==> config.mk <==
export PLATFORM = sky130hd
export DESIGN_NAME = coeff_compress_bit_packer_core
export DESIGN_NICKNAME = d
export VERILOG_FILES = /design/src/rtl/core/ccbp_pkg.sv /design/src/rtl/core/coeff_compress_bit_packer_core.sv
export VERILOG_INCLUDE_DIRS = /design/src /design/src/rtl/core
export SDC_FILE = /design/constraint.sdc
export NUM_CORES = 1
export LEC_CHECK = 0
export BUFFER_PORTS_ARGS = -buffer_cell sky130_fd_sc_hd__buf_2
export CORE_MARGIN = 3
export CORE_UTILIZATION = 40
export CTS_BUF_LIST = sky130_fd_sc_hd__clkbuf_16
export DETAILED_ROUTE_END_ITERATION = 6
export GPL_TIMING_DRIVEN = 0
export PLACE_DENSITY = 0.53
export SLEW_MARGIN = 25
export SYNTH_ARGS = -nofsm -noshare
export SYNTH_HDL_FRONTEND = slang
export SYNTH_SLANG_ARGS = --single-unit
==> constraint.sdc <==
create_clock -name clk -period 7.4 [get_ports clk]
set_clock_uncertainty 0.1 [all_clocks]
set_input_delay 0 -clock clk [delete_from_list [all_inputs] [get_ports clk]]
set_output_delay 0 -clock clk [all_outputs]
set_load 0.03 [all_outputs]
==> src/rtl/core/coeff_compress_bit_packer_core_macros.svh <==
// Assertion macros for the coefficient compressor and bit packer.
`ifndef COEFF_COMPRESS_BIT_PACKER_CORE_MACROS_SVH
`define COEFF_COMPRESS_BIT_PACKER_CORE_MACROS_SVH

`ifndef ASSERT_OFF
// Property must hold at every clock edge outside reset.
`define CCBP_ASSERT(name, ck, rs, prop, msg) \
  name: assert property (@(posedge ck) disable iff (rs) prop) else $error(msg);
// Condition must never be seen outside reset.
`define CCBP_ASSERT_NEVER(name, ck, rs, cond, msg) \
  name: assert property (@(posedge ck) disable iff (rs) !(cond)) else $error(msg);
`else
`define CCBP_ASSERT(name, ck, rs, prop, msg)
`define CCBP_ASSERT_NEVER(name, ck, rs, cond, msg)
`endif

`endif

==> src/rtl/core/ccbp_pkg.sv <==
package ccbp_pkg;

  localparam int unsigned DEF_MODULUS_Q  = 7681;
  localparam int unsigned DEF_COEFF_BITS = 13;

  localparam int unsigned CFG_W  = 4;
  localparam int unsigned D_MIN  = 8;
  localparam int unsigned D_MAX  = 11;
  localparam logic [CFG_W-1:0] CFG_RESET = CFG_W'(11);

  localparam int unsigned BYTE_W = 8;
  localparam int unsigned PEND_W = 7;
  localparam int unsigned PCNT_W = 3;

  // Depth of the byte queue in front of the output; a power of two.
  localparam int unsigned OUT_DEPTH = 4;

  // Codes below the supported range act as the narrowest width, codes above as the widest.
  function automatic logic [CFG_W-1:0] clamp_width(input logic [CFG_W-1:0] raw);
    logic [CFG_W-1:0] d;
    priority if (raw < CFG_W'(D_MIN)) begin
      d = CFG_W'(D_MIN);
    end else if (raw > CFG_W'(D_MAX)) begin
      d = CFG_W'(D_MAX);
    end else begin
      d = raw;
    end
    return d;
  endfunction

endpackage

==> src/rtl/core/coeff_compress_bit_packer_core.sv <==
// Coefficient compressor and LSB-first bit packer.
// Input channel: in_valid / in_stall with coeff, one coefficient per item. The coefficient
// is reduced modulo MODULUS_Q, compressed to d bits with rounding and packed into a
// byte stream, least significant bit first.
// Output channel: out_valid / out_stall with packed_byte and last_of_run, one byte per
// item; each coefficient gives one or two bytes and last_of_run marks its final byte.
// Config channel: cfg_valid / cfg_ready with compress_bits (d, 8..11, reset 11); cfg_ready
// is always high. Write it only while no coefficient is in flight.
// Pipeline: input register, two reduction stages, three compression stages, then the
// byte queue in front of the output.
// Throughput: a new coefficient can enter every cycle while in_stall is low; the single
// byte-wide output port sets the sustained rate, as each coefficient gives one or two bytes.
// Reset clears the leftover bits, empties the pipeline and the byte queue, and sets d to 11.
// When the receiver stalls the byte queue fills, the pipeline holds and in_stall rises
// once no stage can take a new item; nothing is lost or reordered.
`include "coeff_compress_bit_packer_core_macros.svh"

module coeff_compress_bit_packer_core import ccbp_pkg::*; #(
  parameter int unsigned MODULUS_Q  = DEF_MODULUS_Q,
  parameter int unsigned COEFF_BITS = DEF_COEFF_BITS
) (
  input  logic                  clk,
  input  logic                  rst,
  input  logic                  cfg_valid,
  output logic                  cfg_ready,
  input  logic [CFG_W-1:0]      compress_bits,
  input  logic                  in_valid,
  output logic                  in_stall,
  input  logic [COEFF_BITS-1:0] coeff,
  output logic                  out_valid,
  input  logic                  out_stall,
  output logic [BYTE_W-1:0]     packed_byte,
  output logic                  last_of_run
);

  localparam int unsigned XW    = $clog2(MODULUS_Q);
  localparam int unsigned RW    = COEFF_BITS + 1;
  localparam int unsigned K1    = COEFF_BITS;
  localparam int unsigned M1W   = K1 - 7;
  localparam int unsigned M1    = (2 ** K1) / MODULUS_Q;
  localparam int unsigned P1W   = COEFF_BITS + M1W;
  localparam int unsigned NUM_W = XW + D_MAX + 1;
  localparam int unsigned K2    = NUM_W;
  localparam int unsigned M2W   = K2 - 7;
  localparam int unsigned M2    = (2 ** K2) / MODULUS_Q;
  localparam int unsigned P2W   = NUM_W + M2W;
  localparam int unsigned TW    = D_MAX;
  localparam int unsigned ACC_W = TW + PEND_W;
  localparam int unsigned TOT_W = $clog2(PEND_W + D_MAX + 1);
  localparam int unsigned IW    = $clog2(OUT_DEPTH);
  localparam int unsigned QCW   = $clog2(OUT_DEPTH + 1);

  localparam logic [M1W-1:0]   M1_L   = M1W'(M1);
  localparam logic [M2W-1:0]   M2_L   = M2W'(M2);
  localparam logic [RW-1:0]    Q_R    = RW'(MODULUS_Q);
  localparam logic [NUM_W-1:0] Q_N    = NUM_W'(MODULUS_Q);
  localparam logic [NUM_W-1:0] HALF_N = NUM_W'(MODULUS_Q / 2);

  // Configuration
  logic [CFG_W-1:0] width_cfg;
  logic [CFG_W-1:0] d_eff;

  // Pipeline stages
  logic                  v_a, v_b, v_c, v_d, v_e, v_f;
  logic                  rdy_a, rdy_b, rdy_c, rdy_d, rdy_e, rdy_f;
  logic [COEFF_BITS-1:0] coeff_a, coeff_b;
  logic [P1W-1:0]        prod1_b;
  logic [XW-1:0]         x_c;
  logic [NUM_W-1:0]      num_d, num_e;
  logic [P2W-1:0]        prod2_e;
  logic [TW-1:0]         t_f;

  logic [P1W-1:0]   prod1_next;
  logic [M1W-1:0]   q1;
  logic [RW-1:0]    qq1, r0, r1;
  logic [NUM_W-1:0] num_next;
  logic [P2W-1:0]   prod2_next;
  logic [M2W-1:0]   q2, q2c;
  logic [NUM_W-1:0] qq2, rem2;
  logic [TW-1:0]    t_mask, t_next;

  // Packer
  logic [PEND_W-1:0] pend_bits, pend_bits_next, pend_mask;
  logic [PCNT_W-1:0] pend_cnt, pend_cnt_next;
  logic [ACC_W-1:0]  acc, acc_rest;
  logic [TOT_W-1:0]  total;
  logic              two;
  logic              pack_ready, pack_fire;

  // Byte queue
  logic [BYTE_W-1:0] q_byte [OUT_DEPTH];
  logic              q_last [OUT_DEPTH];
  logic [IW-1:0]     head, tail, tail_p1;
  logic [QCW-1:0]    q_count, q_count_next;
  logic [QCW-1:0]    push_n;
  logic              pop;

  assign cfg_ready = 1'b1;
  assign d_eff     = clamp_width(width_cfg);

  always_ff @(posedge clk) begin
    if (rst) begin
      width_cfg <= CFG_RESET;
    end else if (cfg_valid && cfg_ready) begin
      width_cfg <= compress_bits;
    end
  end

  // A stage takes a new item when it is empty or its item moves on.
  assign rdy_f    = !v_f || pack_ready;
  assign rdy_e    = !v_e || rdy_f;
  assign rdy_d    = !v_d || rdy_e;
  assign rdy_c    = !v_c || rdy_d;
  assign rdy_b    = !v_b || rdy_c;
  assign rdy_a    = !v_a || rdy_b;
  assign in_stall = !rdy_a;

  always_ff @(posedge clk) begin
    if (rst) begin
      v_a <= 1'b0;
      v_b <= 1'b0;
      v_c <= 1'b0;
      v_d <= 1'b0;
      v_e <= 1'b0;
      v_f <= 1'b0;
    end else begin
      if (rdy_a) v_a <= in_valid;
      if (rdy_b) v_b <= v_a;
      if (rdy_c) v_c <= v_b;
      if (rdy_d) v_d <= v_c;
      if (rdy_e) v_e <= v_d;
      if (rdy_f) v_f <= v_e;
    end
  end

  // Reduction: Barrett estimate of the quotient, then one correcting subtract.
  assign prod1_next = P1W'(coeff_a) * P1W'(M1_L);
  assign q1         = prod1_b[P1W-1:K1];
  assign qq1        = RW'(RW'(q1) * Q_R);
  assign r0         = RW'(coeff_b) - qq1;
  assign r1         = (r0 >= Q_R) ? (r0 - Q_R) : r0;

  // Compression: round(x * 2^d / Q) by the same estimate-and-correct scheme.
  assign num_next   = (NUM_W'(x_c) << d_eff) + HALF_N;
  assign prod2_next = P2W'(num_d) * P2W'(M2_L);
  assign q2         = prod2_e[P2W-1:K2];
  assign qq2        = NUM_W'(NUM_W'(q2) * Q_N);
  assign rem2       = num_e - qq2;
  assign q2c        = (rem2 >= Q_N) ? (q2 + M2W'(1)) : q2;
  assign t_mask     = ~({TW{1'b1}} << d_eff);
  assign t_next     = TW'(q2c) & t_mask;

  always_ff @(posedge clk) begin
    if (in_valid && rdy_a) begin
      coeff_a <= coeff;
    end
    if (v_a && rdy_b) begin
      coeff_b <= coeff_a;
      prod1_b <= prod1_next;
    end
    if (v_b && rdy_c) begin
      x_c <= XW'(r1);
    end
    if (v_c && rdy_d) begin
      num_d <= num_next;
    end
    if (v_d && rdy_e) begin
      num_e   <= num_d;
      prod2_e <= prod2_next;
    end
    if (v_e && rdy_f) begin
      t_f <= t_next;
    end
  end

  // Append the compressed value above the leftover bits and cut off one or two bytes.
  assign acc            = ACC_W'(pend_bits) | (ACC_W'(t_f) << pend_cnt);
  assign total          = TOT_W'(pend_cnt) + TOT_W'(d_eff);
  assign two            = total >= TOT_W'(2 * BYTE_W);
  assign pend_cnt_next  = two ? PCNT_W'(total - TOT_W'(2 * BYTE_W))
                              : PCNT_W'(total - TOT_W'(BYTE_W));
  assign acc_rest       = two ? (acc >> (2 * BYTE_W)) : (acc >> BYTE_W);
  assign pend_mask      = ~({PEND_W{1'b1}} << pend_cnt_next);
  assign pend_bits_next = PEND_W'(acc_rest) & pend_mask;

  // Room for two bytes is needed before an item may be packed.
  assign pack_ready = q_count <= QCW'(OUT_DEPTH - 2);
  assign pack_fire  = v_f && pack_ready;

  always_ff @(posedge clk) begin
    if (rst) begin
      pend_bits <= '0;
      pend_cnt  <= '0;
    end else if (pack_fire) begin
      pend_bits <= pend_bits_next;
      pend_cnt  <= pend_cnt_next;
    end
  end

  assign out_valid    = q_count != '0;
  assign packed_byte  = q_byte[head];
  assign last_of_run  = q_last[head];
  assign pop          = out_valid && !out_stall;
  assign tail_p1      = tail + IW'(1);
  assign push_n       = pack_fire ? (two ? QCW'(2) : QCW'(1)) : '0;
  assign q_count_next = q_count + push_n - QCW'(pop);

  always_ff @(posedge clk) begin
    if (rst) begin
      head    <= '0;
      tail    <= '0;
      q_count <= '0;
    end else begin
      q_count <= q_count_next;
      tail    <= tail + IW'(push_n);
      if (pop) head <= head + IW'(1);
    end
  end

  always_ff @(posedge clk) begin
    if (pack_fire) begin
      q_byte[tail] <= acc[BYTE_W-1:0];
      q_last[tail] <= !two;
      if (two) begin
        q_byte[tail_p1] <= acc[2*BYTE_W-1:BYTE_W];
        q_last[tail_p1] <= 1'b1;
      end
    end
  end

  `CCBP_ASSERT_NEVER(a_queue_bound, clk, rst, q_count > QCW'(OUT_DEPTH), "byte queue overrun")
  `CCBP_ASSERT(a_pack_hold, clk, rst, v_f && !pack_ready |=> v_f && $stable(t_f), "blocked item lost")
  `CCBP_ASSERT(a_two_byte_rest, clk, rst, pack_fire && two |=> pend_cnt <= PCNT_W'(2), "leftover too wide")
  `CCBP_ASSERT(a_pop_count, clk, rst, pop && !pack_fire |=> q_count == $past(q_count) - QCW'(1), "queue count slip")
  `CCBP_ASSERT(a_accept_lands, clk, rst, in_valid && !in_stall |=> v_a, "accepted item dropped")

endmodule
==> summary.md <==
| Metric | Value |
|---|---|
| CTS tree | built |
| Max-Slew Margin vs Limit | 35.7% |
| Number of diodes | 0 |
| Post-CTS sizing | 0 |
| Antenna viol nets, final | 0 |
| Core Util, Final | 46.2% |
| Total clock sinks | 178 |
| Post-synthesis sequential area ratio | 37.3% |
| FMAX | 144 MHz |
| EDFF count, synth | 145 |
| Worst-margin pin slew | 961 ps |
| Drt total wl | 27,100 um |
| Clock period minus worst slack | 6960 ps |
| Dpl hpwl | 21,600 um |
| Syn Inst Count | 1,272 |
| DRT iter0 DRCs | 499 |
| Layout cells sized above 1 | 8.42% |
| CP max stage cell | or4_1 |
| Fin. max-slew vios | 0 |
| Setup crit end kind | flip-flop |
| Antenna violations before repair | 0 |
| WP data required | 7460 ps |
| Worst path arrival time | 7020 ps |
| Area Growth Syn to Fin | 12.8% |
| Final Setup Violations | 0 |
| Io pins | 34 |
| CTS H-tree depth | 4 |
| Worst setup margin | 439 ps |
| Max incr delay on CP | 550 ps |
| Fillers | 3,167 |
| Area taken by multi-input logic gates | 0.00761 mm2 |
| Tot GR Track Use | 15.9% |
| Row Count | 66 |
| Most frequent cell after synthesis | inv_1 |
| CP Cell Sequence | inv_1, fa_1, fa_1, inv_1, ha_1, inv_1, fa_1, inv_1, ha_1, fa_1, inv_1, ha_1, a21oi_1, o21ai_1, a311oi_1, o31ai_1, a21oi_2, xnor2_1, or4_1, or4_4, buf_6, nand4_1, xnor2_1 |
| First-pass GRT wire length | 45,700 um |
| Congestion Overflow GR | 0 |
| Root buf cell | clkbuf_16 |
| Post-synth top cells | 212 x inv_1, 171 x ha_1, 145 x edfxtp_1 |
| Post-synth top flop | edfxtp_1 |
| Worst Setup Start Kind | flip-flop |
| Vias/cell | 4.96 |
| Total number of yosys warnings | 0 |
| Yosys top cell area share | 32.4% |
| DRC Markers | 0 |
| Cell taking the most area after synthesis | edfxtp_1 |
| Crit-path max FO | 10 |
| Die W | 189 um |
| Gpl congestion | 0.831 |
| Hold Path Class | primary input to flip-flop |
| Final period utilization | 94.1% |
| Placed cell areas | 0.0143 mm2 |
| Fin area | 0.0152 mm2 |
| Starting Density | 41.0% |
| Die ar. | 0.0359 mm2 |
| Wire length per cell | 14.9 um |
| DRT Pass-1 Iters | 6 |
| Port buffer count | 31 |
| Post-synthesis cell type count | 77 |
| Hold WS | 177 ps |
| Syn_area_per_cell | 10.6 um2 |
| Routed via count | 9,025 |
| VDD IR max | 0.196 mV |
| Mapped Area | 0.0135 mm2 |
| Pre-CTS WS | 429 ps |
| Number of global-route vias before repair | 8,882 |
| Crit Path Class | flip-flop to flip-flop |
| Total Neg Setup Slack | 0 ps |
| Register area | 0.00501 mm2 |
| Synth top area cells | edfxtp_1 32%, ha_1 16%, fa_1 8.5% |
| Chip height | 189 um |
| Clk_lat worst skew | 430 ps |
| RSZ-0062 raised after global routing | false |
| Leakage power | 6.66 nW |
| Largest net degree at the start of global routing | 22 |
| CTS buffer count | 17 |
| CP dominant cell by count | inv_1 |
| Endpoints failing hold | 0 |
| Core ar. | 0.0329 mm2 |
| Status | completed |
| Share of flip-flops with an asynchronous set or reset | 0% |
| PwrDens | 185 mW/mm2 |
| #FFs+latches synth | 178 |
| Final #Nets | 1,614 |
| CTS clk-pin slew, worst paths | 70 ps |
| Max clock buf depth | 2 |
| MaxCap Viol Count | 0 |
state kept, by name (all words and copies together) (netlist names), named ones only:
signal,cells
pend_cnt,3
q_last,4
v_d,1
v_f,1
v_b,1
q_count,3
x_c,13
prod2_e,13
width_cfg,4
head,2
coeff_a,13
pend_bits,7
v_a,1
t_f,11
tail,2
q_byte,32
coeff_b,13
v_e,1
num_e,25
num_d,25
v_c,1
worst max-delay path, delay by kind of cell (launching register included):
family / cells / cell delay, ps
adder cells (fa/ha/maj): 7 / 2940
flip-flops: 1 / 500
AND/OR/NAND/NOR: 3 / 1130
buffers and inverters: 6 / 610
XOR/XNOR: 2 / 160
AO/OA/AOI/OAI: 5 / 1210
kinds of logic (layout without fill, tap and decap cells):
family / Yosys count / in the layout / share of synthesized area, %
AO/OA/AOI/OAI: 185 / 185 / 9.36
XOR/XNOR: 73 / 73 / 4.75
adder cells (fa/ha/maj): 228 / 228 / 24.4
buffers and inverters: 242 / 339 / 6.84
flip-flops: 178 / 178 / 37.3
multiplexers: 77 / 77 / 7.02
other: 2 / 10 / 0.0558
AND/OR/NAND/NOR: 287 / 287 / 10.3
path summary, 6_finish.rpt:
check / end / cells after the start / slack (ps) / start
hold reg to reg: coeff_b[9] / 0 / 320 / coeff_a[9]
setup reg to reg: t_f[6] / 23 / 440 / prod2_e[26]
hold / removal: coeff_a[8] / 2 / 180 / coeff[8]
setup / recovery: t_f[6] / 23 / 440 / prod2_e[26]
metrics by stage:
stage	power, mW	cells
2_1_floorplan	1.79	1280
3_3_place_gp	1.96	1753
3_5_place_dp	1.97	1759
4_1_cts	2.85	1816
5_1_grt	2.99	1819
6_report	2.81	1819
timing repair:
action | CTS | global route
hold buffers | 25 | 0
setup endpoints to repair | 0 | 1
buffers inserted | 0 | 3
hold endpoints to repair | 25 | 0
area by class of cell:
class	instances	area share, %
Multi-Input combinational cell	860	50.1
Timing Repair Buffer	65	3.40
Clock inverter	13	0.569
Inverter	213	5.27
Clock buffer	19	3.13
Sequential cell	178	33.0
Tap cell	442	3.64
Buffer	29	0.800
power breakdown:
group | internal (mW) | switching, mW
sequential | 1.12 | 0.0263
clock | 0.470 | 0.389
combinational | 0.340 | 0.459
total | 1.93 | 0.875
cells in the final DEF, fill, tap and decap left out, types with 6 or more instances in the layout:
cell	n
inv_1	216
xor2_1	36
nor2_1	88
buf_2	32
nor2b_1	18
clkbuf_16	19
clkbuf_1	17
edfxtp_1	145
mux2_2	6
a211oi_1	13
mux4_2	13
dlygate4sd3_1	25
a21oi_1	58
nand3_1	28
nand4_1	12
o21ai_0	24
mux2i_1	57
nor3_1	18
ha_1	171
nor4_1	6
a21o_1	14
nand2b_1	6
conb_1	10
and2_1	10
buf_4	7
xnor2_1	37
fa_1	57
o21a_1	14
buf_1	9
a31oi_1	7
dfxtp_1	33
nand2_1	65
metal layers:
layer	wire (um)	part of all wire [%]	up-vias	global-route usage, %
met4	292	1.1	0	3.87
met5	0	0	-	0
met3	817	3.0	20	2.50
li1	-	-	4588	-
met1	13300	49	4291	22.4
met2	12700	47	126	25.8
(Power assumes the default switching activity.)
